--- config.mk ---
export PLATFORM = sky130hd
export DESIGN_NAME = sorted_sequence_merger_unit
export DESIGN_NICKNAME = d
export VERILOG_FILES = /design/src/rtl/ssm_pkg.sv /design/src/rtl/ssm_front.sv /design/src/rtl/ssm_back.sv /design/src/rtl/sorted_sequence_merger_unit.sv
export SDC_FILE = /design/constraint.sdc
export NUM_CORES = 2
export LEC_CHECK = 0
export BUFFER_PORTS_ARGS = -buffer_cell sky130_fd_sc_hd__buf_2
export CAP_MARGIN = 20
export CORE_MARGIN = 2
export CORE_UTILIZATION = 57
export CTS_BUF_LIST = sky130_fd_sc_hd__clkbuf_16
export DETAILED_ROUTE_END_ITERATION = 12
export GPL_ROUTABILITY_DRIVEN = 0
export HOLD_SLACK_MARGIN = 0.08
export PLACE_DENSITY_LB_ADDON = 0.3
export SKIP_CTS_REPAIR_TIMING = 1
export SLEW_MARGIN = 10
export SYNTH_ARGS = -nofsm -noshare
export SYNTH_HDL_FRONTEND = slang
export SYNTH_SLANG_ARGS = --single-unit
export TNS_END_PERCENT = 10
--- constraint.sdc ---
create_clock -name clock -period 4 [get_ports clock]
set_input_delay 0.2 -clock clock [delete_from_list [all_inputs] [get_ports clock]]
set_output_delay 0.2 -clock clock [all_outputs]
set_load 0.01 [all_outputs]
--- src/rtl/ssm_pkg.sv ---
// shared types and constants for the sorted sequence merger
`default_nettype none

package ssm_pkg;

   // sequence capacity and derived widths
   localparam int DEPTH  = 32;
   localparam int ADDR_W = (DEPTH > 1) ? $clog2(DEPTH) : 1;
   localparam int CNT_W  = $clog2(DEPTH + 1);
   localparam int REM_W  = $clog2(2 * DEPTH + 1);
   localparam int KEY_W  = 32;

   // command queue between front and back
   localparam int QDEPTH = 2;
   localparam int QPTR_W = 1;
   localparam int QCNT_W = 2;

   // request mode codes
   localparam logic [1:0] MODE_LOAD_FIRST  = 2'd0;
   localparam logic [1:0] MODE_LOAD_SECOND = 2'd1;
   localparam logic [1:0] MODE_RUN         = 2'd2;

   typedef struct packed {
      logic [1:0]              mode;
      logic signed [KEY_W-1:0] key;
   } req_type;

   typedef struct packed {
      logic signed [KEY_W-1:0] merged_key;
      logic                    is_last;
      logic                    is_empty;
      logic                    overflowed;
   } rsp_type;

   typedef enum logic [1:0] {
      CMD_LOAD_FIRST,
      CMD_LOAD_SECOND,
      CMD_RUN
   } cmd_kind_type;

   typedef struct packed {
      cmd_kind_type            kind;
      logic signed [KEY_W-1:0] key;
   } cmd_type;

   // head of the command queue as seen by the back end
   typedef struct packed {
      logic    valid;
      cmd_type cmd;
   } queue_head_type;

   typedef enum logic {
      ST_IDLE,
      ST_MERGE
   } back_state_type;

endpackage

`default_nettype wire

--- src/rtl/ssm_front.sv ---
// front end: takes transactions, classifies the mode and queues commands
`default_nettype none

module ssm_front (
   input  wire logic                   clock,
   input  wire logic                   reset,
   input  wire logic                   start,
   input  wire ssm_pkg::req_type       req_item,
   output logic                        busy,
   output ssm_pkg::queue_head_type     head,
   input  wire logic                   pop
);
   import ssm_pkg::*;

   cmd_type             entry_ff [QDEPTH];
   logic [QPTR_W-1:0]   wr_ptr_ff, wr_ptr_in;
   logic [QPTR_W-1:0]   rd_ptr_ff, rd_ptr_in;
   logic [QCNT_W-1:0]   count_ff, count_in;
   cmd_type             cmd;
   logic                cmd_ok;
   logic                push;
   logic                do_pop;

   // classify the incoming mode, unknown mode is dropped
   always_comb begin
      cmd.key  = req_item.key;
      cmd.kind = CMD_RUN;
      cmd_ok   = 1'b1;
      case (req_item.mode)
         MODE_LOAD_FIRST:  cmd.kind = CMD_LOAD_FIRST;
         MODE_LOAD_SECOND: cmd.kind = CMD_LOAD_SECOND;
         MODE_RUN:         cmd.kind = CMD_RUN;
         default:          cmd_ok   = 1'b0;
      endcase
   end

   assign busy   = (count_ff == QCNT_W'(QDEPTH));
   assign push   = start && !busy && cmd_ok;
   assign do_pop = pop && (count_ff != '0);

   // queue pointers and fill level
   always_comb begin
      wr_ptr_in = push   ? wr_ptr_ff + 1'b1 : wr_ptr_ff;
      rd_ptr_in = do_pop ? rd_ptr_ff + 1'b1 : rd_ptr_ff;
      count_in  = count_ff;
      if (push && !do_pop) begin
         count_in = count_ff + 1'b1;
      end else if (!push && do_pop) begin
         count_in = count_ff - 1'b1;
      end
   end

   always_ff @(posedge clock) begin
      if (reset) begin
         wr_ptr_ff <= '0;
         rd_ptr_ff <= '0;
         count_ff  <= '0;
      end else begin
         wr_ptr_ff <= wr_ptr_in;
         rd_ptr_ff <= rd_ptr_in;
         count_ff  <= count_in;
      end
   end

   // queue storage
   always_ff @(posedge clock) begin
      if (push) begin
         entry_ff[wr_ptr_ff] <= cmd;
      end
   end

   assign head.valid = (count_ff != '0);
   assign head.cmd   = entry_ff[rd_ptr_ff];

endmodule

`default_nettype wire

--- src/rtl/ssm_back.sv ---
// back end: sequence stores, counts and the merge sequencer
`default_nettype none

module ssm_back (
   input  wire logic                   clock,
   input  wire logic                   reset,
   input  wire ssm_pkg::queue_head_type head,
   output logic                        pop,
   output logic                        rsp_strobe,
   output ssm_pkg::rsp_type            rsp_item
);
   import ssm_pkg::*;

   logic [KEY_W-1:0]     first_mem  [DEPTH];
   logic [KEY_W-1:0]     second_mem [DEPTH];
   logic signed [KEY_W-1:0] first_rd_ff, second_rd_ff;

   back_state_type       state_ff, state_in;
   logic [CNT_W-1:0]     n1_ff, n1_in, n2_ff, n2_in;
   logic [CNT_W-1:0]     i1_ff, i1_in, i2_ff, i2_in;
   logic [REM_W-1:0]     rem_ff, rem_in;
   logic                 dropped_ff, dropped_in;
   logic                 rsp_strobe_ff, rsp_strobe_in;
   rsp_type              rsp_ff, rsp_in;
   logic                 wr_first, wr_second;
   logic                 take_first;
   logic                 run_cmd;
   logic                 run_empty;

   assign pop       = (state_ff == ST_IDLE) && head.valid;
   assign run_cmd   = pop && (head.cmd.kind == CMD_RUN);
   assign run_empty = (n1_ff == '0) && (n2_ff == '0);
   assign take_first = (i1_ff < n1_ff) &&
                       ((i2_ff >= n2_ff) || (first_rd_ff < second_rd_ff));

   // next state
   always_comb begin
      state_in = state_ff;
      case (state_ff)
         ST_IDLE: begin
            if (run_cmd && !run_empty) begin
               state_in = ST_MERGE;
            end
         end
         ST_MERGE: begin
            if (rem_ff == REM_W'(1)) begin
               state_in = ST_IDLE;
            end
         end
         default: state_in = ST_IDLE;
      endcase
   end

   // datapath and result
   always_comb begin
      n1_in         = n1_ff;
      n2_in         = n2_ff;
      i1_in         = i1_ff;
      i2_in         = i2_ff;
      rem_in        = rem_ff;
      dropped_in    = dropped_ff;
      wr_first      = 1'b0;
      wr_second     = 1'b0;
      rsp_strobe_in = 1'b0;
      rsp_in        = rsp_ff;
      case (state_ff)
         ST_IDLE: begin
            i1_in = '0;
            i2_in = '0;
            if (pop) begin
               case (head.cmd.kind)
                  CMD_LOAD_FIRST: begin
                     if (n1_ff < CNT_W'(DEPTH)) begin
                        wr_first = 1'b1;
                        n1_in    = n1_ff + 1'b1;
                     end else begin
                        dropped_in = 1'b1;
                     end
                  end
                  CMD_LOAD_SECOND: begin
                     if (n2_ff < CNT_W'(DEPTH)) begin
                        wr_second = 1'b1;
                        n2_in     = n2_ff + 1'b1;
                     end else begin
                        dropped_in = 1'b1;
                     end
                  end
                  CMD_RUN: begin
                     rem_in = REM_W'(n1_ff) + REM_W'(n2_ff);
                     if (run_empty) begin
                        // both sequences empty: one marked result
                        rsp_strobe_in     = 1'b1;
                        rsp_in.merged_key = '0;
                        rsp_in.is_last    = 1'b1;
                        rsp_in.is_empty   = 1'b1;
                        rsp_in.overflowed = dropped_ff;
                        dropped_in        = 1'b0;
                     end
                  end
                  default: ;
               endcase
            end
         end
         ST_MERGE: begin
            // emit the smaller head, ties go to the second sequence
            rsp_strobe_in     = 1'b1;
            rsp_in.is_last    = (rem_ff == REM_W'(1));
            rsp_in.is_empty   = 1'b0;
            rsp_in.overflowed = dropped_ff;
            rem_in            = rem_ff - 1'b1;
            if (take_first) begin
               rsp_in.merged_key = first_rd_ff;
               i1_in             = i1_ff + 1'b1;
            end else begin
               rsp_in.merged_key = second_rd_ff;
               i2_in             = i2_ff + 1'b1;
            end
            if (rem_ff == REM_W'(1)) begin
               n1_in      = '0;
               n2_in      = '0;
               dropped_in = 1'b0;
            end
         end
         default: ;
      endcase
   end

   always_ff @(posedge clock) begin
      if (reset) begin
         state_ff      <= ST_IDLE;
         n1_ff         <= '0;
         n2_ff         <= '0;
         i1_ff         <= '0;
         i2_ff         <= '0;
         rem_ff        <= '0;
         dropped_ff    <= 1'b0;
         rsp_strobe_ff <= 1'b0;
      end else begin
         state_ff      <= state_in;
         n1_ff         <= n1_in;
         n2_ff         <= n2_in;
         i1_ff         <= i1_in;
         i2_ff         <= i2_in;
         rem_ff        <= rem_in;
         dropped_ff    <= dropped_in;
         rsp_strobe_ff <= rsp_strobe_in;
      end
   end

   always_ff @(posedge clock) begin
      rsp_ff <= rsp_in;
   end

   // sequence stores, read ahead at the next head index
   always_ff @(posedge clock) begin
      if (wr_first) begin
         first_mem[n1_ff[ADDR_W-1:0]] <= head.cmd.key;
      end
      first_rd_ff <= first_mem[i1_in[ADDR_W-1:0]];
   end

   always_ff @(posedge clock) begin
      if (wr_second) begin
         second_mem[n2_ff[ADDR_W-1:0]] <= head.cmd.key;
      end
      second_rd_ff <= second_mem[i2_in[ADDR_W-1:0]];
   end

   assign rsp_strobe = rsp_strobe_ff;
   assign rsp_item   = rsp_ff;

   // checks
   a_rem_nonzero: assert property (@(posedge clock) disable iff (reset)
      state_ff == ST_MERGE |-> rem_ff != '0)
      else $error("merge running with nothing left");

   a_index_bound: assert property (@(posedge clock) disable iff (reset)
      state_ff == ST_MERGE |-> (i1_ff <= n1_ff) && (i2_ff <= n2_ff))
      else $error("merge index past its count");

   a_last_ends_run: assert property (@(posedge clock) disable iff (reset)
      rsp_strobe_ff && rsp_ff.is_last |-> state_ff == ST_IDLE)
      else $error("last result while merge still running");

   a_empty_is_last: assert property (@(posedge clock) disable iff (reset)
      rsp_strobe_ff && rsp_ff.is_empty |-> rsp_ff.is_last)
      else $error("empty result not marked last");

endmodule

`default_nettype wire

--- src/rtl/sorted_sequence_merger_unit.sv ---
// top level of the two-way sorted sequence merger
//
//  channel   ports                        transaction taken when
//  request   start, busy, req_item        start high and busy low at the edge
//  result    rsp_strobe, rsp_item         every cycle with rsp_strobe high
//
// a load finishes in the back end as it is popped, so loads run one per cycle while no run is being merged.
// a run of n keys gives n results on consecutive cycles after the store read ports
// are primed; an empty run gives its single result at once.
// commands pass a two-entry queue; busy rises when it is full, which happens
// while the back end works through a run.
// reset is synchronous and clears counts, flags, queue and sequencer.
// results cannot be held off: each one is shown for a single cycle.
`default_nettype none

module sorted_sequence_merger_unit (
   input  wire logic               clock,
   input  wire logic               reset,
   input  wire logic               start,
   input  wire ssm_pkg::req_type   req_item,
   output logic                    busy,
   output logic                    rsp_strobe,
   output ssm_pkg::rsp_type        rsp_item
);
   import ssm_pkg::*;

   queue_head_type head;
   logic           pop;

   ssm_front u_front (
      .clock    (clock),
      .reset    (reset),
      .start    (start),
      .req_item (req_item),
      .busy     (busy),
      .head     (head),
      .pop      (pop)
   );

   ssm_back u_back (
      .clock      (clock),
      .reset      (reset),
      .head       (head),
      .pop        (pop),
      .rsp_strobe (rsp_strobe),
      .rsp_item   (rsp_item)
   );

endmodule

`default_nettype wire

==> summary.md <==
| Metric | Value |
|---|---|
| Share of post-route cells with drive strength above 1 | `0.170` |
| DRC errors left | `0` |
| Endpoints failing setup | `35` |
| P per Cell Area | `504 nW/um2` |
| Initial antenna violation count | `9` |
| Clk_skew | `37.0 ps` |
| First-pass GRT wire length | `371000 um` |
| Clock buffer depth | `3` |
| Synthesized flop and latch total | `2254` |
| Syn Nets | `6574` |
| Most used routing layer | `met2` |
| DR iter-0 viols | `9370` |
| Area leader, netlist | `edfxtp_1` |
| Final HPWL DP | `153000 um` |
| Top-area cell type share of the netlist area | `0.734` |
| Critical Path RT | `4710 ps` |
| Crit share post-route | `1.05` |
| CTS sink count | `2254` |
| Peak supply drop | `0.485 mV` |
| Vias in the first global route | `56700` |
| GRT Util Overall | `0.321` |
| Wire per inst | `28.3 um` |
| Critical path data arrival time | `4930 ps` |
| RSZ-0062 raised after global routing | `yes` |
| Clock transition at path regs | `70 ps` |
| Mapped Area | `88000 um2` |
| Worst slack, placed | `-777 ps` |
| Final hold violation count | `0` |
| Reg2Reg Depth | `18` |
| CP peak stage delay | `490 ps` |
| Final setup margin | `-214 ps` |
| TritonRoute pass-1 iters | `8` |
| WS Path Type | `flip-flop to flip-flop` |
| Antenna cells | `0` |
| Largest net degree at the start of global routing | `65` |
| Hold wc startpoint | `req_item[23]` |
| Hold slack | `79.8 ps` |
| Clock period minus final worst setup slack | `4210 ps` |
| Max-slew headroom | `0.215` |
| Synth Area per Inst | `13.6 um2` |
| EDFF count, synth | `2151` |
| CORE AREA | `154000 um2` |
| Met3 global-route usage | `0.0654` |
| Crit path launch type | `flip-flop` |
| Static Leakage | `36.3 nW` |
| Post-synthesis cell count | `6475` |
| Seq/Total Area, Yosys | `0.757` |
| Hold Path Depth | `2` |
| Most frequent cells in the layout | `edfxtp_1, nand2_1, nand3_1` |
| Grt total ovfl | `0` |
| Placed Instance Area | `95900 um2` |
| Die Footprint | `158000 um2` |
| Critical Path End Type | `flip-flop` |
| Die Wd | `397 um` |
| CTS Buf Count | `208` |
| CP max stage cell | `or4_4` |
| Max-Cap Viols | `0` |
| Met1 Use GR | `0.451` |
| Final slew viol count | `0` |
| Nets@finish | `7083` |
| Critical-path maximum fanout | `21` |
| Reg-to-reg slack, setup | `-210 ps` |
| Vias | `59500` |
| Synth top area cells | `edfxtp_1, nand2_1, nand3_1` |
| Fmax | `0.237 GHz` |
| Clk_lat worst skew | `860 ps` |
| Status | `finished, violations left` |
| Slew of the pin with the lowest slew margin | `1180 ps` |
| CTS tree | `yes` |
| Reg-to-reg critical path endpoint | `u_back.second_rd_ff[15]` |
| Synth unique cells | `64` |
| Area delta synth->final | `18.6%` |
| Starting Density | `0.573` |
| R2R Path Start | `u_back.first_rd_ff[29]` |
| Post-Route WL | `260000 um` |
| Final Cell Area | `104000 um2` |
| Worst Hold End | `u_front.entry_ff[0][23]` |
| Antenna Violating Nets Remaining | `0` |
| Fraction of registers with async set/reset | `0` |
| I/O Buffers | `73` |
| DR vias/cell | `6.47` |
| Hold Path Class | `input port to flip-flop` |
| Most common cell after layout, fill and taps aside | `edfxtp_1` |
| Fillers | `9899` |
| Root Driver | `clkbuf_16` |
| Yosys warns | `0` |
| Die Y | `397 um` |
| Boundary Pins | `74` |
| CTS H-tree depth | `4` |
| Primary FF master, synth | `edfxtp_1` |
| Rows | `144` |
| Crit-path cells | `ha_4 > nand4_1 > buf_4 > nor4_4 > a2111oi_4 > nand4_1 > buf_6 > a211o_4 > or3_4 > o311ai_4 > buf_12 > buf_12 > buf_16 > a311oi_4 > buf_4 > nand3_1 > a22oi_1 > or4_4` |
| Met2 track demand over resource | `0.492` |
| Failing checks | `negative setup slack` |
==> report_power, final <==
group	switching [mW]	internal [mW]
combinational	3.80	1.34
clock	8.67	10.5
sequential	0.322	28.0
total	12.8	39.9
==> critical path, delay by kind of cell, from the launching register on <==
family,cells,cell delay [ps]
flops,1,450
simple gates,6,1290
compound gates,5,1030
buf+inv,6,1010
fa+ha+maj,1,240
==> layer usage <==
layer	part of all wire	vias up
li1	-	25200
met1	0.37	29300
met2	0.46	4340
met3	0.13	663
met4	0.046	10
met5	0.00025	-
==> per-stage QoR <==
| stage | total power, mW | cells | utilization | setup TNS (ps) |
|---|---|---|---|---|
| floorplan | 30.9 | 6475 | - | 0 |
| global placement | 33.3 | 8726 | 0.624 | -16490 |
| detailed placement | 33.5 | 8726 | 0.624 | -28740 |
| CTS | 52.2 | 9115 | 0.667 | -30540 |
| global route | 53.9 | 9207 | 0.680 | -7040 |
| finish | 52.7 | 9207 | 0.680 | -3990 |
==> synth_stat cells, drive strengths merged, types with 3 or more instances <==
cell     instances
ha              61
nand3          591
xor2            11
mux2i           14
nor2           127
a21oi          357
and3             4
a311oi          58
o22ai           67
o21ai           24
or2              5
a21boi          29
nand4           75
xnor2           16
nor3            14
edfxtp        2151
and2             7
a31oi          167
o31ai            3
a221oi          59
or3              5
or4             32
clkbuf         218
inv             78
nor4             5
a22oi          132
dfxtp          103
a21o             8
mux2            36
nand2b          12
a211oi          35
a2bb2oi         62
buf            191
nor2b            6
a32oi            9
nand2         1680
==> layout make-up <==
cell class / instances / area (um2) / share of cell area
well taps: 2044 / 2560 / 0.0245
clock buffers: 208 / 5200 / 0.0498
flip-flops and latches: 2254 / 66700 / 0.639
repair buffers: 706 / 7730 / 0.0740
clock inverters: 181 / 1370 / 0.0131
multi-input cells: 3735 / 20600 / 0.197
inverters: 79 / 299 / 0.00286
==> state kept, by name, summed over array words and instances (netlist names), 7 cells and up, named ones only <==
name / cells
u_back.first_mem: 1024
u_back.first_rd_ff: 32
u_back.rem_ff: 7
u_back.rsp_item: 35
u_back.second_mem: 1024
u_back.second_rd_ff: 32
u_front.entry_ff: 68
==> worst max path at each step <==
stage | from | end | cells after the start
2_1_floorplan | flip-flop | u_back.first_mem[11][0] | 6
3_3_place_gp | u_back.second_rd_ff[19] | u_back.second_rd_ff[15] | 16
3_5_place_dp | u_back.second_rd_ff[19] | u_back.second_rd_ff[15] | 16
4_1_cts | u_back.second_rd_ff[19] | u_back.second_rd_ff[15] | 16
5_1_grt | u_back.second_rd_ff[30] | u_back.second_rd_ff[15] | 18
6_report | u_back.first_rd_ff[29] | u_back.second_rd_ff[15] | 18
==> cell families (layout without fill, tap and decap cells) <==
family	count (synthesis)	in the layout	synth area share
simple gates	2567	2567	0.123
flops	2254	2254	0.757
compound gates	1027	1029	0.0774
buf+inv	488	1174	0.0247
fa+ha+maj	62	62	0.00890
mux	50	50	0.00624
xor+xnor	27	27	0.00269
Power figures use the tool's default switching activity.
